--- src/sv/mtep_pkg.sv ---
// Shared types and constants for the MIDI track event parser.
// Used by the front end, event queue, back end and top level; no dependencies.
`default_nettype none

package mtep_pkg;

   // Result kinds
   localparam logic [1:0] KIND_CHANNEL = 2'd0;
   localparam logic [1:0] KIND_HEADER  = 2'd1;
   localparam logic [1:0] KIND_PAYLOAD = 2'd2;

   // Status bytes with a meaning of their own
   localparam logic [7:0] STATUS_META   = 8'hFF;
   localparam logic [7:0] STATUS_SYSEX  = 8'hF0;
   localparam logic [7:0] STATUS_ESCAPE = 8'hF7;
   localparam logic [7:0] STATUS_FLAG   = 8'h80;

   // Channel message codes (upper status nibble)
   localparam logic [3:0] CODE_NOTE_ON  = 4'h9;
   localparam logic [3:0] CODE_NOTE_OFF = 4'h8;

   // Channel message lengths, status included
   localparam logic [27:0] LEN_ONE_DATA = 28'd2;
   localparam logic [27:0] LEN_TWO_DATA = 28'd3;

   // Variable-length quantity limit
   localparam int VLQ_MAX_BYTES = 4;

   // Event queue geometry
   localparam int QUEUE_DEPTH = 2;
   localparam int QUEUE_PTR_W = $clog2(QUEUE_DEPTH);
   localparam int QUEUE_CNT_W = $clog2(QUEUE_DEPTH + 1);

   // Decoded event as passed from front end to back end.
   // data_a carries the first data byte, or the payload byte on payload kinds.
   typedef struct packed {
      logic [1:0]  kind;
      logic [31:0] ticks;
      logic [7:0]  status;
      logic [7:0]  data_a;
      logic [7:0]  data_b;
      logic [7:0]  meta_kind;
      logic [27:0] length;
      logic        last;
   } mtep_rec_type;

   // Queue status toward its producer and consumer
   typedef struct packed {
      logic full;
      logic not_empty;
   } mtep_qstat_type;

endpackage

`default_nettype wire

--- src/sv/midi_track_event_parser.sv ---
// MIDI track event parser: takes one track-body byte per cycle and returns
// decoded channel events, meta/sysex headers and payload bytes. Uses mtep_pkg.
//
// The block accepts one byte per clock cycle, sustained, as long as results
// are taken at the same pace; each byte updates the parse state in the front
// end. A result reaches the rsp_ port through a two-entry event queue and
// the output register. When rsp_ready is held low the queue fills and
// req_ready drops after two more results are waiting. Delta times and
// meta/sysex lengths are variable-length quantities of up to four bytes;
// absolute ticks wrap at 2^32 and are cleared by req_track_start.
`default_nettype none

module midi_track_event_parser
   import mtep_pkg::*;
(
   input  wire logic         clock,
   input  wire logic         reset,
   input  wire logic         req_valid,
   output logic              req_ready,
   input  wire logic [7:0]   req_data_byte,
   input  wire logic         req_track_start,
   output logic              rsp_valid,
   input  wire logic         rsp_ready,
   output logic [1:0]        rsp_kind,
   output logic [31:0]       rsp_abs_ticks,
   output logic [7:0]        rsp_status_byte,
   output logic [7:0]        rsp_event_code,
   output logic [3:0]        rsp_channel,
   output logic [7:0]        rsp_first_data,
   output logic [7:0]        rsp_second_data,
   output logic [7:0]        rsp_meta_kind,
   output logic [27:0]       rsp_length,
   output logic [7:0]        rsp_payload_byte,
   output logic              rsp_last
);

   logic           take;
   logic           push;
   logic           pop;
   mtep_rec_type   push_rec;
   mtep_rec_type   head_rec;
   mtep_qstat_type stat;

   assign req_ready = !stat.full;
   assign take      = req_valid && req_ready;

   mtep_front u_front (
      .clock       (clock),
      .reset       (reset),
      .take        (take),
      .data_byte   (req_data_byte),
      .track_start (req_track_start),
      .push        (push),
      .rec         (push_rec)
   );

   mtep_queue u_queue (
      .clock    (clock),
      .reset    (reset),
      .push     (push),
      .push_rec (push_rec),
      .pop      (pop),
      .head_rec (head_rec),
      .stat     (stat)
   );

   mtep_back u_back (
      .clock            (clock),
      .reset            (reset),
      .head_rec         (head_rec),
      .stat             (stat),
      .pop              (pop),
      .rsp_valid        (rsp_valid),
      .rsp_ready        (rsp_ready),
      .rsp_kind         (rsp_kind),
      .rsp_abs_ticks    (rsp_abs_ticks),
      .rsp_status_byte  (rsp_status_byte),
      .rsp_event_code   (rsp_event_code),
      .rsp_channel      (rsp_channel),
      .rsp_first_data   (rsp_first_data),
      .rsp_second_data  (rsp_second_data),
      .rsp_meta_kind    (rsp_meta_kind),
      .rsp_length       (rsp_length),
      .rsp_payload_byte (rsp_payload_byte),
      .rsp_last         (rsp_last)
   );

   // A decoded event never arrives at a full queue
   a_no_push_when_full: assert property (@(posedge clock) disable iff (reset)
      push |-> !stat.full)
      else $error("event pushed into full queue");

   // The byte that starts a track begins a delta time and never completes an event
   a_track_start_silent: assert property (@(posedge clock) disable iff (reset)
      (take && req_track_start) |-> !push)
      else $error("event produced on track start byte");

   // Channel events are always complete in one result
   a_channel_last: assert property (@(posedge clock) disable iff (reset)
      (rsp_valid && rsp_kind == KIND_CHANNEL) |-> rsp_last)
      else $error("channel event without last mark");

   // A result leaves only through the output register after a queue pop
   a_valid_from_pop: assert property (@(posedge clock) disable iff (reset)
      $rose(rsp_valid) |-> $past(pop))
      else $error("result valid without queue pop");

endmodule

`default_nettype wire

--- src/sv/mtep_front.sv ---
// Front end: accepts track bytes, walks delta times and event headers,
// keeps running status and the tick total, pushes decoded events. Uses mtep_pkg.
`default_nettype none

module mtep_front
   import mtep_pkg::*;
(
   input  wire logic         clock,
   input  wire logic         reset,
   input  wire logic         take,
   input  wire logic [7:0]   data_byte,
   input  wire logic         track_start,
   output logic              push,
   output mtep_rec_type      rec
);

   typedef enum logic [2:0] {
      PH_DELTA,
      PH_STATUS,
      PH_DATA1,
      PH_DATA2,
      PH_MTYPE,
      PH_LEN,
      PH_PAYLOAD
   } phase_type;

   phase_type   phase_ff, phase_in;
   logic [7:0]  running_ff, running_in;
   logic [31:0] tick_ff, tick_in;
   logic [27:0] acc_ff, acc_in;
   logic [2:0]  cnt_ff, cnt_in;
   logic [7:0]  held_data_ff, held_data_in;
   logic [7:0]  held_meta_ff, held_meta_in;
   logic [7:0]  held_status_ff, held_status_in;
   logic [27:0] left_ff, left_in;

   // Channel event record
   function automatic mtep_rec_type chan_rec(input logic [7:0] st, input logic [31:0] tk,
                                             input logic [7:0] d1, input logic [7:0] d2,
                                             input logic two);
      mtep_rec_type r;
      r.kind      = KIND_CHANNEL;
      r.ticks     = tk;
      r.status    = st;
      r.data_a    = d1;
      r.data_b    = two ? d2 : 8'd0;
      r.meta_kind = 8'd0;
      r.length    = two ? LEN_TWO_DATA : LEN_ONE_DATA;
      r.last      = 1'b1;
      return r;
   endfunction

   // Next state and event decode
   always_comb begin
      phase_type   ph;
      logic [27:0] acc;
      logic [2:0]  cnt;
      logic [31:0] tick;
      logic [27:0] vlq_acc;
      logic [2:0]  vlq_cnt;
      logic        vlq_done;
      logic        one_data;
      logic [27:0] left_dec;

      phase_in       = phase_ff;
      running_in     = running_ff;
      tick_in        = tick_ff;
      acc_in         = acc_ff;
      cnt_in         = cnt_ff;
      held_data_in   = held_data_ff;
      held_meta_in   = held_meta_ff;
      held_status_in = held_status_ff;
      left_in        = left_ff;
      push           = 1'b0;
      rec            = '0;

      // track start restarts the parse before the byte is taken
      ph   = track_start ? PH_DELTA : phase_ff;
      acc  = track_start ? 28'd0 : acc_ff;
      cnt  = track_start ? 3'd0 : cnt_ff;
      tick = track_start ? 32'd0 : tick_ff;

      vlq_acc  = {acc[20:0], data_byte[6:0]};
      vlq_cnt  = cnt + 3'd1;
      vlq_done = !data_byte[7] || (vlq_cnt >= 3'(VLQ_MAX_BYTES));
      one_data = running_ff inside {[8'hC0:8'hDF]};
      left_dec = left_ff - 28'd1;

      if (take) begin
         phase_in = ph;
         tick_in  = tick;
         acc_in   = acc;
         cnt_in   = cnt;
         case (ph)
            PH_STATUS: begin
               if (data_byte == STATUS_META) begin
                  held_status_in = data_byte;
                  phase_in       = PH_MTYPE;
               end else if (data_byte == STATUS_SYSEX || data_byte == STATUS_ESCAPE) begin
                  held_status_in = data_byte;
                  held_meta_in   = 8'd0;
                  acc_in         = 28'd0;
                  cnt_in         = 3'd0;
                  phase_in       = PH_LEN;
               end else if ((data_byte & STATUS_FLAG) != 8'd0) begin
                  running_in = data_byte;
                  phase_in   = PH_DATA1;
               end else if (one_data) begin
                  push     = 1'b1;
                  rec      = chan_rec(running_ff, tick, data_byte, 8'd0, 1'b0);
                  phase_in = PH_DELTA;
                  acc_in   = 28'd0;
                  cnt_in   = 3'd0;
               end else begin
                  held_data_in = data_byte;
                  phase_in     = PH_DATA2;
               end
            end
            PH_DATA1: begin
               if (one_data) begin
                  push     = 1'b1;
                  rec      = chan_rec(running_ff, tick, data_byte, 8'd0, 1'b0);
                  phase_in = PH_DELTA;
                  acc_in   = 28'd0;
                  cnt_in   = 3'd0;
               end else begin
                  held_data_in = data_byte;
                  phase_in     = PH_DATA2;
               end
            end
            PH_DATA2: begin
               push     = 1'b1;
               rec      = chan_rec(running_ff, tick, held_data_ff, data_byte, 1'b1);
               phase_in = PH_DELTA;
               acc_in   = 28'd0;
               cnt_in   = 3'd0;
            end
            PH_MTYPE: begin
               held_meta_in = data_byte;
               acc_in       = 28'd0;
               cnt_in       = 3'd0;
               phase_in     = PH_LEN;
            end
            PH_LEN: begin
               acc_in = vlq_acc;
               cnt_in = vlq_cnt;
               if (vlq_done) begin
                  left_in        = vlq_acc;
                  cnt_in         = 3'd0;
                  phase_in       = (vlq_acc != 28'd0) ? PH_PAYLOAD : PH_DELTA;
                  push           = 1'b1;
                  rec.kind       = KIND_HEADER;
                  rec.ticks      = tick;
                  rec.status     = held_status_ff;
                  rec.meta_kind  = held_meta_ff;
                  rec.length     = vlq_acc;
                  rec.last       = (vlq_acc == 28'd0);
               end
            end
            PH_PAYLOAD: begin
               left_in       = left_dec;
               push          = 1'b1;
               rec.kind      = KIND_PAYLOAD;
               rec.ticks     = tick;
               rec.status    = held_status_ff;
               rec.data_a    = data_byte;
               rec.meta_kind = held_meta_ff;
               rec.length    = acc;
               rec.last      = (left_dec == 28'd0);
               if (left_dec == 28'd0) begin
                  phase_in = PH_DELTA;
                  acc_in   = 28'd0;
                  cnt_in   = 3'd0;
               end
            end
            default: begin
               // delta time
               acc_in = vlq_acc;
               cnt_in = vlq_cnt;
               if (vlq_done) begin
                  tick_in  = tick + {4'd0, vlq_acc};
                  phase_in = PH_STATUS;
               end
            end
         endcase
      end
   end

   // Parser state
   always_ff @(posedge clock) begin
      if (reset) begin
         phase_ff       <= PH_DELTA;
         running_ff     <= 8'd0;
         tick_ff        <= 32'd0;
         acc_ff         <= 28'd0;
         cnt_ff         <= 3'd0;
         held_data_ff   <= 8'd0;
         held_meta_ff   <= 8'd0;
         held_status_ff <= 8'd0;
         left_ff        <= 28'd0;
      end else begin
         phase_ff       <= phase_in;
         running_ff     <= running_in;
         tick_ff        <= tick_in;
         acc_ff         <= acc_in;
         cnt_ff         <= cnt_in;
         held_data_ff   <= held_data_in;
         held_meta_ff   <= held_meta_in;
         held_status_ff <= held_status_in;
         left_ff        <= left_in;
      end
   end

endmodule

`default_nettype wire

--- src/sv/mtep_queue.sv ---
// Short event queue between front end and back end.
// Holds mtep_rec_type entries; uses mtep_pkg.
`default_nettype none

module mtep_queue
   import mtep_pkg::*;
(
   input  wire logic         clock,
   input  wire logic         reset,
   input  wire logic         push,
   input  wire mtep_rec_type push_rec,
   input  wire logic         pop,
   output mtep_rec_type      head_rec,
   output mtep_qstat_type    stat
);

   mtep_rec_type           mem_ff [QUEUE_DEPTH];
   logic [QUEUE_PTR_W-1:0] wr_ptr_ff, wr_ptr_in;
   logic [QUEUE_PTR_W-1:0] rd_ptr_ff, rd_ptr_in;
   logic [QUEUE_CNT_W-1:0] count_ff, count_in;
   logic                   do_push, do_pop;

   assign stat.full      = (count_ff == QUEUE_CNT_W'(QUEUE_DEPTH));
   assign stat.not_empty = (count_ff != '0);
   assign head_rec       = mem_ff[rd_ptr_ff];

   // Pointer and fill update
   always_comb begin
      do_push   = push && !stat.full;
      do_pop    = pop && stat.not_empty;
      wr_ptr_in = do_push ? wr_ptr_ff + 1'b1 : wr_ptr_ff;
      rd_ptr_in = do_pop ? rd_ptr_ff + 1'b1 : rd_ptr_ff;
      count_in  = count_ff;
      if (do_push && !do_pop) begin
         count_in = count_ff + 1'b1;
      end else if (do_pop && !do_push) begin
         count_in = count_ff - 1'b1;
      end
   end

   always_ff @(posedge clock) begin
      if (reset) begin
         wr_ptr_ff <= '0;
         rd_ptr_ff <= '0;
         count_ff  <= '0;
      end else begin
         wr_ptr_ff <= wr_ptr_in;
         rd_ptr_ff <= rd_ptr_in;
         count_ff  <= count_in;
      end
   end

   // Entry storage
   always_ff @(posedge clock) begin
      if (do_push) begin
         mem_ff[wr_ptr_ff] <= push_rec;
      end
   end

endmodule

`default_nettype wire

--- src/sv/mtep_back.sv ---
// Back end: takes queued events, forms the result fields and holds them
// in the output register until transferred. Uses mtep_pkg.
`default_nettype none

module mtep_back
   import mtep_pkg::*;
(
   input  wire logic           clock,
   input  wire logic           reset,
   input  wire mtep_rec_type   head_rec,
   input  wire mtep_qstat_type stat,
   output logic                pop,
   output logic                rsp_valid,
   input  wire logic           rsp_ready,
   output logic [1:0]          rsp_kind,
   output logic [31:0]         rsp_abs_ticks,
   output logic [7:0]          rsp_status_byte,
   output logic [7:0]          rsp_event_code,
   output logic [3:0]          rsp_channel,
   output logic [7:0]          rsp_first_data,
   output logic [7:0]          rsp_second_data,
   output logic [7:0]          rsp_meta_kind,
   output logic [27:0]         rsp_length,
   output logic [7:0]          rsp_payload_byte,
   output logic                rsp_last
);

   logic        valid_ff;
   logic [1:0]  kind_ff, kind_in;
   logic [31:0] ticks_ff;
   logic [7:0]  status_ff;
   logic [7:0]  code_ff, code_in;
   logic [3:0]  channel_ff, channel_in;
   logic [7:0]  first_ff, first_in;
   logic [7:0]  second_ff, second_in;
   logic [7:0]  meta_ff, meta_in;
   logic [27:0] length_ff;
   logic [7:0]  payload_ff, payload_in;
   logic        last_ff;

   // Load the output register when it is empty or being drained
   assign pop = stat.not_empty && (!valid_ff || rsp_ready);

   // Field formatting per kind
   always_comb begin
      logic [3:0] nib;
      nib        = head_rec.status[7:4];
      kind_in    = head_rec.kind;
      code_in    = head_rec.status;
      channel_in = 4'd0;
      first_in   = 8'd0;
      second_in  = 8'd0;
      meta_in    = head_rec.meta_kind;
      payload_in = 8'd0;
      case (head_rec.kind)
         KIND_CHANNEL: begin
            // note-on with zero velocity reads as note-off
            if (nib == CODE_NOTE_ON && head_rec.length == LEN_TWO_DATA
                && head_rec.data_b == 8'd0) begin
               code_in = {4'd0, CODE_NOTE_OFF};
            end else begin
               code_in = {4'd0, nib};
            end
            channel_in = head_rec.status[3:0];
            first_in   = head_rec.data_a;
            second_in  = head_rec.data_b;
            meta_in    = 8'd0;
         end
         KIND_PAYLOAD: begin
            payload_in = head_rec.data_a;
         end
         default: begin
         end
      endcase
   end

   always_ff @(posedge clock) begin
      if (reset) begin
         valid_ff <= 1'b0;
      end else if (pop) begin
         valid_ff <= 1'b1;
      end else if (rsp_ready) begin
         valid_ff <= 1'b0;
      end
   end

   always_ff @(posedge clock) begin
      if (pop) begin
         kind_ff    <= kind_in;
         ticks_ff   <= head_rec.ticks;
         status_ff  <= head_rec.status;
         code_ff    <= code_in;
         channel_ff <= channel_in;
         first_ff   <= first_in;
         second_ff  <= second_in;
         meta_ff    <= meta_in;
         length_ff  <= head_rec.length;
         payload_ff <= payload_in;
         last_ff    <= head_rec.last;
      end
   end

   assign rsp_valid        = valid_ff;
   assign rsp_kind         = kind_ff;
   assign rsp_abs_ticks    = ticks_ff;
   assign rsp_status_byte  = status_ff;
   assign rsp_event_code   = code_ff;
   assign rsp_channel      = channel_ff;
   assign rsp_first_data   = first_ff;
   assign rsp_second_data  = second_ff;
   assign rsp_meta_kind    = meta_ff;
   assign rsp_length       = length_ff;
   assign rsp_payload_byte = payload_ff;
   assign rsp_last         = last_ff;

endmodule

`default_nettype wire

--- config.mk ---
export PLATFORM = sky130hd
export DESIGN_NAME = midi_track_event_parser
export DESIGN_NICKNAME = d
export VERILOG_FILES = /design/src/sv/mtep_pkg.sv /design/src/sv/midi_track_event_parser.sv /design/src/sv/mtep_front.sv /design/src/sv/mtep_queue.sv /design/src/sv/mtep_back.sv
export SDC_FILE = /design/constraint.sdc
export NUM_CORES = 1
export LEC_CHECK = 0
export BUFFER_PORTS_ARGS = -buffer_cell sky130_fd_sc_hd__buf_2
export CELL_PAD_IN_SITES_DETAIL_PLACEMENT = 1
export CELL_PAD_IN_SITES_GLOBAL_PLACEMENT = 1
export CORE_ASPECT_RATIO = 0.7
export CORE_MARGIN = 10
export CORE_UTILIZATION = 35
export DETAILED_ROUTE_END_ITERATION = 8
export HOLD_SLACK_MARGIN = 0.05
export PLACE_DENSITY = 0.63
export SETUP_SLACK_MARGIN = 0.5
export SLEW_MARGIN = 20
export SYNTH_ARGS = -nofsm -noshare
export SYNTH_HDL_FRONTEND = slang
export SYNTH_SLANG_ARGS = --single-unit
--- constraint.sdc ---
create_clock -name clock -period 24.5 [get_ports clock]
set_clock_uncertainty 0.2 [all_clocks]
set_input_delay 3.675 -clock clock [delete_from_list [all_inputs] [get_ports clock]]
set_output_delay 3.675 -clock clock [all_outputs]
set_load 0.02 [all_outputs]
==> results_dict.tcl, run 1 <==
set metrics [dict create \
    final_cells 2521 \
    synth_edf_count 305 \
    placedCellCount 2433 \
    maxSlewHeadroom_pct 27.9 \
    status "finished clean" \
    ant_nets 0 \
    worst_r2r_endpoint "u_queue.mem_ff[0][20]" \
    hold_path.startpoint "u_front.held_status_ff[7]" \
    worstRegToRegCells 6 \
    pin_count 130 \
    diodes 0 \
    yosysWarnings 0 \
    fillers 5883 \
    antenna_found_initial 1 \
    first_pass_iters 5 \
    initialDrtViolationCount 976 \
    fin_crit_ns 8.16 \
    insertion_delay_ns 0.60 \
    crit_buf_inv 4 \
    drive_gt1_share_pct 17.5 \
    cpPeakStageDelay_ns 0.84 \
    setup_violations 0 \
    cp_max_fo 73 \
    place_hpwl_um 36000 \
    postCtsSetupBuffers 0 \
    ctsHoldBuffers 0 \
    synth_top_area_share_pct 47.2 \
    synth_cell_types 73 \
    rows 72 \
    grt_pass1_wl_um 82000 \
    grt_pass1_vias 13600 \
    die_h_um 217 \
    grt.met1_usage_pct 22.8 \
    syn_area_um2 19400 \
    hold_class "reg -> reg" \
    synthArstFlopShare_pct 0 \
    syn_inst 1653 \
    start_kind "input port" \
    yosysMostFrequentCell "edfxtp_1" \
    synth_ff_type "edfxtp_1" \
    r2r_start "u_front.phase_ff[0]" \
    avgSynthCellArea_um2 11.7 \
    core_um2 55000 \
    clockBufferDepth 3 \
    fin_tns_setup_ns 0 \
    syn2layout_area_growth_pct 14.8 \
    max_freq_mhz 123 \
    synth.area.top_cells "edfxtp_1, dfxtp_1, mux2_2" \
    path_class "in -> reg" \
    crit_cells 11 \
    post-route-util_pct 40.4 \
    synth_fp_nets 1699 \
    power.leakage_nw 7.74 \
    worstHoldPathCells 2 \
    numCtsBuffers 47 \
    root_buffer "clkbuf_16" \
    critPathSlowestCell "buf_4" \
    ys_seq_area_share_pct 60.9 \
    worst_setup_path_end_kind "flop" \
    start_util_pct 35.2 \
    critPathArrivalTime_ns 8.16 \
    ir_worst_vdd_uv 43.5 \
    crit_family "buffers and inverters" \
    required_ns 24.50 \
    grt-ovfl-total 0 \
    die_x_um 301 \
    grt_max_degree 74 \
    crit_top_cell "buf_4" \
    grtUsageTotal_pct 15.8 \
    place_congestion 0.848 \
    use_met3_pct 2.93 \
    wl_per_cell_um 21.1 \
    whs_endpoint "u_front.held_status_ff[7]" \
    powerDensity_nw_per_um2 92.5 \
    cts.sinks 437 \
    htreeDepth 2 \
    path_cells "buf_2 -> buf_4 -> nor2b_1 -> ha_1 -> xnor2_1 -> and2_1 -> o21ai_2 -> o21a_1 -> buf_4 -> nor2b_4 -> buf_4" \
    cts_tree "built" \
    grtUsageMet2_pct 24.1 \
    drt-vias-per-instance 5.33 \
    hold_violations 0 \
    busiest_layer "met2" \
    worstMarginPinSlew_ns 1.08 \
    synth_top_area_cell "edfxtp_1" \
    port-buffer-count 129 \
    cts_resized 0 \
    drt-total-wl_um 53300 \
    drv_cap 0 \
    r2r_slack_ns 19.75 \
    drcViolationCount 0 \
    drv_slew 0 \
    min_period_over_period_pct 33.3 \
    routed-via-count 13400 \
    rsz0062_at_grt "no" \
    path_clk_slew_ns 0.06 \
    fp.dieArea_um2 65400 \
    ys_ff_latch 437 \
    synth_top_cells_by_count "edfxtp_1, nor2_1, dfxtp_1" \
    layout.nets 1788 \
]
[final cells by class]
class / instances / area [um^2] / share of cell area [%]
Timing Repair Buffer: 149 / 798 / 3.59
Sequential cell: 437 / 11800 / 53.0
Clock buffer: 63 / 1280 / 5.74
Inverter: 23 / 88.8 / 0.399
Tap cell: 740 / 926 / 4.16
Multi-Input combinational cell: 1084 / 7110 / 31.9
Clock inverter: 25 / 263 / 1.18
[how the worst max path moves through the flow]
stage | from | end | slack [ns]
6_report | req_track_start | u_queue.mem_ff[0][20] | 16.34
5_1_grt | req_track_start | u_queue.mem_ff[0][3] | 15.93
4_1_cts | req_track_start | u_queue.mem_ff[0][20] | 15.92
3_5_place_dp | req_track_start | u_queue.mem_ff[0][14] | 15.32
3_3_place_gp | req_track_start | u_queue.mem_ff[0][12] | 15.42
2_1_floorplan | req_track_start | u_queue.mem_ff[0][0] | 13.03
[worst min-delay path, cell delays in order, from the launching register on]
cell,delay [ns]
dfxtp_1,0.31
inv_1,0.05
a21oi_1,0.05
[placed cells by master (no fill, tap or decap), drive strengths merged, types with 7 or more instances in the layout]
master	count
clkinv	18
nor3	33
and3	26
and2	42
nor2	197
inv	24
or4	12
a22o	38
dfxtp	132
a21oi	76
mux2i	50
nor2b	63
buf	149
nand2b	12
a31oi	8
a21o	7
xnor2	15
o22ai	12
a22oi	63
edfxtp	305
nand2	88
ha	32
a211oi	13
xor2	12
o21ai	67
mux2	66
or3	9
nand3	35
nand4b	8
or2	8
nor4	17
clkbuf	63
[layer usage]
layer  vias up  wire [um]
li1       6309          -
met1      6773      26100
met2       287      23600
met3        65       2670
met4         0        885
met5         -          0
[power breakdown]
group	total [mW]	leakage (nW)	switching [mW]	internal, mW
clock network	0.712	0.749	0.301	0.411
registers	0.951	3.80	0.0407	0.910
logic	0.396	3.19	0.275	0.120
total	2.06	7.74	0.617	1.44
[kinds of logic (layout without fill, tap and decap cells)]
logic type                 Yosys count  in the layout  synth area share, %
xor gates and xnor gates            27             27                 1.22
and+or+nand+nor                    576            576                 15.1
DFF                                437            437                 60.9
muxes                              116            116                 6.41
adders and majority gates           33             33                 2.17
buffers and inverters              132            260                 2.73
AOI/OAI and AO/OA                  332            332                 11.5
[stage by stage]
stage / power [mW] / hold WS (ns) / setup slack [ns] / instance area, um^2
CTS: 2.09 / 0.254 / 15.92 / 22300
finish: 2.06 / 0.252 / 16.34 / 22300
floorplan: 1.23 / 0.226 / 13.03 / 19400
detailed placement: 1.37 / 0.245 / 15.32 / 20700
global route: 2.15 / 0.276 / 15.93 / 22300
global placement: 1.36 / 0.236 / 15.42 / 20700
[flip-flops by register name, indices dropped and copies added (netlist names), 28 cells and up, named ones only]
register              count
u_queue.mem_ff          190
u_back.rsp_length        28
u_front.acc_ff           28
u_front.left_ff          28
u_front.tick_ff          32
u_back.rsp_abs_ticks     32
Power figures use the tool's default switching activity.
==> run 2, diff against run 1 <==
Settings changed: PLACE_DENSITY 0.63 to 0.65.
Clock period 24.5 ns to 6.9 ns, I/O delays scaled along.
==> results_dict.tcl, run 2 (same netlist as run 1, synthesis figures left out) <==
set metrics [dict create \
    routed-via-count 13600 \
    maxSlewHeadroom_pct 25.0 \
    die_x_um 301 \
    crit_family "simple AND/OR/NAND/NOR gates" \
    first_pass_iters 5 \
    drv_cap 0 \
    status "finished clean" \
    port-buffer-count 129 \
    min_period_over_period_pct 63.0 \
    root_buffer "clkbuf_16" \
    ctsHoldBuffers 0 \
    post-route-util_pct 40.6 \
    top_register "u_queue.mem_ff" \
    fillers 5902 \
    critPathSlowestCell "a2111oi_4" \
    drv_slew 0 \
    total_power_mw 7.25 \
    htreeDepth 2 \
    placedCellCount 2442 \
    drive_gt1_share_pct 17.7 \
    final_cells 2528 \
    grt_pass1_vias 13800 \
    worst_slack_ns 2.55 \
    insertion_delay_ns 0.60 \
    grt_max_degree 68 \
    place_hpwl_um 36600 \
    cpPeakStageDelay_ns 0.59 \
    max_freq_mhz 230 \
    worst_setup_path_end_kind "flop" \
    drcViolationCount 0 \
    grt-ovfl-total 0 \
    pin_count 130 \
    powerDensity_nw_per_um2 325 \
    path_class "reg -> reg" \
    cts_tree "built" \
    numCtsBuffers 46 \
    required_ns 7.16 \
    core_um2 55000 \
    largest_reg_flops 190 \
    power.leakage_nw 7.78 \
    wl_per_cell_um 21.3 \
    ant_nets 0 \
    hold_class "reg -> reg" \
    diodes 0 \
    fin_tns_setup_ns 0 \
    place_congestion 0.819 \
    fp.dieArea_um2 65400 \
    path_clk_slew_ns 0.06 \
    layout_common_cells "edfxtp_1, nor2_1, dfxtp_1" \
    die_h_um 217 \
    cts.sinks 437 \
    cp_max_fo 27 \
    drt-total-wl_um 53900 \
    start_kind "flop" \
    postCtsSetupBuffers 0 \
    syn2layout_area_growth_pct 15.1 \
    antenna_found_initial 1 \
    rows 72 \
    final_common_cell "edfxtp_1" \
    start_util_pct 35.2 \
    setup_violations 0 \
    ir_worst_vdd_uv 155 \
    dpl_worst_slack_ns 1.99 \
    cts_resized 0 \
    grtUsageTotal_pct 16.0 \
    crit_buf_inv 2 \
    drt-vias-per-instance 5.38 \
    clockBufferDepth 3 \
    hold_violations 0 \
    rsz0062_at_grt "no" \
    worstMarginPinSlew_ns 1.12 \
    path_cells "inv_1 -> ha_1 -> or4b_4 -> nor4_2 -> xor2_1 -> or4_4 -> a2111oi_4 -> o211ai_2 -> nor2b_1 -> buf_4 -> a22o_1" \
    layout.nets 1796 \
    grt_pass1_wl_um 83100 \
    fin_crit_ns 4.35 \
    initialDrtViolationCount 1011 \
    critPathArrivalTime_ns 4.61 \
]
-- run 2: report_power, final --
part | internal [mW] | switching [mW]
clock | 1.40 | 1.06
sequential | 3.23 | 0.143
combinational | 0.427 | 0.985
total | 5.06 | 2.18
-- run 2: layout make-up --
class	count	area [um^2]	share of cell area, %
clock buffer	65	1260	5.66
timing repair buffer	158	903	4.05
tap	740	926	4.15
multi-input combinational	1084	7100	31.8
sequential	437	11800	52.9
clock inverter	21	236	1.06
inverter	23	88.8	0.398
-- run 2: tightest hold or removal path, cell delays in order, from the launching register on --
cell and delay [ns]:
dfxtp_1 0.31, inv_1 0.05, a21oi_1 0.05
-- run 2: path summary, 6_finish.rpt --
kind	start	end	slack (ns)	cells after the start
max reg2reg	u_front.left_ff[0]	u_front.acc_ff[5]	2.55	11
min	u_front.held_status_ff[7]	u_front.held_status_ff[7]	0.25	2
max	u_front.left_ff[0]	u_front.acc_ff[5]	2.55	11
min reg2reg	u_front.held_status_ff[7]	u_front.held_status_ff[7]	0.25	2
-- run 2: layer usage --
| layer | global-route usage (%) | vias to the layer above | wire [um] |
|---|---|---|---|
| li1 | - | 6332 | - |
| met1 | 22.6 | 6890 | 25800 |
| met2 | 24.9 | 316 | 24300 |
| met3 | 2.97 | 67 | 2860 |
| met4 | 3.82 | 0 | 911 |
| met5 | 0 | - | 0 |
-- run 2: through the flow --
step / instance area (um^2) / hold WS, ns
CTS: 22300 / 0.253
global placement: 20800 / 0.234
detailed placement: 20800 / 0.243
finish: 22300 / 0.252
floorplan: 19400 / 0.226
global route: 22300 / 0.266
